File: src/sv/assert_macros.svh
`ifndef ASSERT_MACROS_SVH
`define ASSERT_MACROS_SVH

// Same-cycle implication under an active-low reset.
`define ASSERT_IMPL(label, clk, rst_n, ante, cons) \
  label: assert property (@(posedge clk) disable iff (!rst_n) (ante) |-> (cons)) \
    else $error("assertion failed");

// Next-cycle implication under an active-low reset.
`define ASSERT_NEXT(label, clk, rst_n, ante, cons) \
  label: assert property (@(posedge clk) disable iff (!rst_n) (ante) |=> (cons)) \
    else $error("assertion failed");

`endif

File: src/sv/dcf_pkg.sv
`default_nettype none
package dcf_pkg;
  localparam int MaxVertices = 32;
  localparam int MaxEdges    = 256;
  localparam int VW   = $clog2(MaxVertices);
  localparam int EW   = $clog2(MaxEdges);
  localparam int CntW = VW + 1;
  localparam int TotW = EW + 1;
  localparam int FW   = 6;

  typedef enum logic [1:0] {
    ColWhite = 2'd0,
    ColGrey  = 2'd1,
    ColBlack = 2'd2
  } color_e;

  typedef struct packed {
    logic load;
    logic scan_next;
    logic push_start;
    logic pop;
    logic fetch;
    logic eval;
    logic out_next;
    logic clear;
  } cmd_t;

  typedef struct packed {
    logic scan_done;
    logic scan_white;
    logic stack_empty;
    logic top_has_edge;
    logic hit_grey;
    logic out_last;
  } sts_t;
endpackage
`default_nettype wire

File: src/sv/dcf_ctrl.sv
`default_nettype none
module dcf_ctrl (
  input  wire logic         clk_i,
  input  wire logic         rst_ni,
  input  wire logic         in_valid_i,
  input  wire logic         in_last_i,
  output logic              in_ready_o,
  output logic              out_valid_o,
  input  wire logic         out_ready_i,
  input  wire dcf_pkg::sts_t sts_i,
  output dcf_pkg::cmd_t     cmd_o
);
  import dcf_pkg::*;

  localparam logic [2:0] StLoad = 3'd0;
  localparam logic [2:0] StScan = 3'd1;
  localparam logic [2:0] StTop  = 3'd2;
  localparam logic [2:0] StEval = 3'd3;
  localparam logic [2:0] StOut  = 3'd4;
  localparam logic [2:0] StNone = 3'd5;

  logic [2:0] state_q, state_d;

  // Sequence loading, search steps and result delivery
  always_comb begin
    state_d     = state_q;
    cmd_o       = '0;
    in_ready_o  = 1'b0;
    out_valid_o = 1'b0;
    case (state_q)
      StLoad: begin
        in_ready_o = 1'b1;
        if (in_valid_i) begin
          cmd_o.load = 1'b1;
          if (in_last_i) state_d = StScan;
        end
      end
      StScan: begin
        if (sts_i.scan_done) begin
          state_d = StNone;
        end else if (!sts_i.scan_white) begin
          cmd_o.scan_next = 1'b1;
        end else begin
          cmd_o.push_start = 1'b1;
          state_d = StTop;
        end
      end
      StTop: begin
        if (sts_i.stack_empty) begin
          cmd_o.scan_next = 1'b1;
          state_d = StScan;
        end else if (!sts_i.top_has_edge) begin
          cmd_o.pop = 1'b1;
        end else begin
          cmd_o.fetch = 1'b1;
          state_d = StEval;
        end
      end
      StEval: begin
        cmd_o.eval = 1'b1;
        state_d = sts_i.hit_grey ? StOut : StTop;
      end
      StOut: begin
        out_valid_o = 1'b1;
        if (out_ready_i) begin
          if (sts_i.out_last) begin
            cmd_o.clear = 1'b1;
            state_d = StLoad;
          end else begin
            cmd_o.out_next = 1'b1;
          end
        end
      end
      StNone: begin
        out_valid_o = 1'b1;
        if (out_ready_i) begin
          cmd_o.clear = 1'b1;
          state_d = StLoad;
        end
      end
      default: state_d = StLoad;
    endcase
  end

  always_ff @(posedge clk_i or negedge rst_ni) begin
    if (!rst_ni) state_q <= StLoad;
    else state_q <= state_d;
  end
endmodule
`default_nettype wire

File: config.mk
export PLATFORM = sky130hd
export DESIGN_NAME = dcf_ctrl
export DESIGN_NICKNAME = d
export VERILOG_FILES = /design/src/sv/assert_macros.svh /design/src/sv/dcf_pkg.sv /design/src/sv/dcf_ctrl.sv
export SDC_FILE = /design/constraint.sdc
export NUM_CORES = 1
export LEC_CHECK = 0
export ABC_AREA = 1
export ABC_CLOCK_PERIOD_IN_PS = 990
export BUFFER_PORTS_ARGS = -buffer_cell sky130_fd_sc_hd__buf_4
export CAP_MARGIN = 20
export CORE_AREA = 5 5 42 44
export CTS_CLUSTER_SIZE = 30
export DETAILED_ROUTE_END_ITERATION = 12
export DIE_AREA = 0 0 47 49
export PLACE_DENSITY = 0.51
export SLEW_MARGIN = 40
export SYNTH_ARGS = -nofsm -noshare
export SYNTH_HDL_FRONTEND = slang
export SYNTH_SLANG_ARGS = --single-unit
File: constraint.sdc
create_clock -name clk_i -period 0.99 [get_ports clk_i]
set_input_delay 0.198 -clock clk_i [delete_from_list [all_inputs] [get_ports clk_i]]
set_output_delay 0.198 -clock clk_i [all_outputs]
set_load 0.03 [all_outputs]
==> qor.yml <==
outcome: "finished with violations"
violations: "negative setup slack"
largest_reg_flops: 3
antennaDiodeCount: 0
via_count: 459
end_kind: "output pin"
ir_drop_mv: 1.822
fin_hold_ws_ns: 0.2449
ant_nets: 0
finalWorstSetupSlack_ns: -0.4312
synth_top_area_share_pct: 24.90
final_hold_viol_count: 0
synthMostInstantiatedCell: "nand2_1"
yosys.cell_types.count: 14
seq_area_frac_synth_pct: 24.90
synth-edff-count: 0
critPathMaxFanout: 5
crit_arrival_ns: 1.22
yosys-top-cells-area: "dfrtp_1 (25%), nand2_1 (15%), nor2_1 (12%)"
timing.max_slew.rel_slack_pct: 87.44
min_period_ns: 1.421
syn_nets: 65
cts_sinks: 3
grt_pass1_wl_um: 1849
die_area_um2: 2303
cts_tree: "built"
reg.largest.list: "state_q (3)"
io-pin-count: 21
power_density_nw_per_um2: 2938
fmax_mhz: 703.6
die_w_um: 47
initial_core_util_pct: 21.52
crit_type: "flop to output pin"
fin_crit_sh_pct: 143.6
tightest_slew_ns: 0.1875
drtIter0Drc: 2
portBuffers: 20
fp.dieH_um: 49
antenna_found_initial: 0
root_buffer: "clkbuf_4"
coreArea_um2: 1401
cap_violations: 0
async_reset_ff_share_pct: 100.0
avgViaCountPerCell: 4.330
nNetsFinal: 102
synth.avg_cell_area_um2: 5.584
worstHoldPathType: "input pin to flop"
cts_buffers: 3
clkTransAtPathRegs_ns: 0.03
setup_violations: 13
firstDrtPassIters: 2
drive_above_1_share_pct: 72.22
finalClockSkew_ns: 0.0003323
netlist_area_um2: 301.5
h-tree-depth: 1
netlist_top_cells_count: "nand2_1 (12), nor2_1 (10), inv_1 (7), nand3_1 (7)"
place_congestion: 0.7677
routed_wl_um: 1073
finish.utilization_pct: 56.79
r2r_cells: 8
cts.path.max_buffers: 2
area_growth_pct: 163.9
drc: 0
grt_pass1_vias: 467
rows: 14
regToRegSetupSlack_ns: -0.35
grt_max_degree: 6
syn_inst: 54
synth_warnings: 0
crit_required_ns: 0.79
grt.total_usage_pct: 10.84
hpwl_um: 841.2
top_register: "state_q"
rsz0062_at_grt: "yes"
report.final.slew_viol_count: 0
p_leak_uw: 0.0004041
synthFlopType: "dfrtp_1"
synth_seq_cells: 3
clock_latency_ns: 0.23
overflow: 0
whs_path_depth: 3
yosysTopAreaCell: "dfrtp_1"
wl_per_cell_um: 10.12
start_kind: "flop"
power breakdown:
| part | leakage [uW] | internal [uW] | switching [uW] |
|---|---|---|---|
| logic | 0.000353 | 824 | 1010 |
| clock network | 0.0000150 | 151 | 62.4 |
| registers | 0.0000357 | 191 | 95.0 |
| total | 0.000404 | 1170 | 1170 |
worst max-delay path, cell delays in order (launching register included):
cell and delay, ns:
dfrtp_1 0.42, nor2_4 0.21, nand2_4 0.09, o21ai_4 0.12, buf_6 0.14
path summary, 6_finish.rpt:
check                             endpoint        from
worst max-delay path              cmd_o[6]  state_q[2]
worst min-delay path            state_q[2]    sts_i[1]
worst max register to register  state_q[1]  state_q[2]
worst min register to register  state_q[0]  state_q[2]
max in group asynchronous       state_q[0]      rst_ni
min in group asynchronous       state_q[1]      rst_ni
cell families (layout without fill, tap and decap cells):
family / Yosys count / in the layout / synth area share [%]
AND/OR/NAND/NOR: 34 / 34 / 48.96
buffers and inverters: 10 / 46 / 12.45
AO/OA/AOI/OAI: 7 / 7 / 13.69
flip-flops: 3 / 3 / 24.90
metal layers:
layer	global-route usage, %	wire length [um]	up-vias	share of wire, %
li1	-	-	243	-
met4	4.147	0	0	0
met1	13.16	411	199	38
met5	0	0	-	0
met2	16.52	576	17	54
met3	4.428	86	0	8.0
area by class of cell:
cell class	instances	area (um^2)
fill	123	605.6
clock buffer	4	26.28
tap	16	20.02
multi-input combinational	41	335.3
timing repair buffer	32	299.0
inverter	10	37.54
sequential	3	77.57
through the flow:
step                instances  area [um^2]  power (uW)  setup slack [ns]  TNS [ns]
finish                    106        795.8        2338           -0.4312    -4.493
CTS                       105        767.0        2279           -0.4405    -4.482
global placement           96        576.8        1565           -0.2550    -2.270
detailed placement         96        576.8        1573           -0.2868    -2.473
floorplan                  54        361.6        1114           -0.3603    -1.649
global route              106        795.8        2521           -0.4955    -5.377
cell usage in the layout (no fill, tap or decap):
cell type	netlist	layout
nand2_2	1	4
o211ai_1	1	1
dfrtp_2	0	2
clkbuf_4	0	3
inv_2	3	6
nand3_1	7	3
nand2_4	0	4
dfrtp_1	3	1
buf_4	0	16
nor3_4	0	1
o22ai_1	1	1
o21ai_1	3	2
o21bai_1	1	1
o21ai_4	0	2
nand3_2	0	3
inv_1	7	4
clkbuf_1	0	1
nor2_2	3	1
nand2_1	12	5
dlygate4sd3_1	0	1
buf_6	0	15
nand3_4	0	1
nor2_1	10	5
nor2_4	0	7
what timing repair did:
action | CTS | global route
buffers inserted | 5 | 1
endpoints found under the setup margin | 13 | 13
resized for setup | 29 | 6
pin swaps | 12 | 6
hold buffers | 1 | 0
hold endpoints to repair | 3 | 0
No activity file was read; power rests on OpenSTA's default activity.
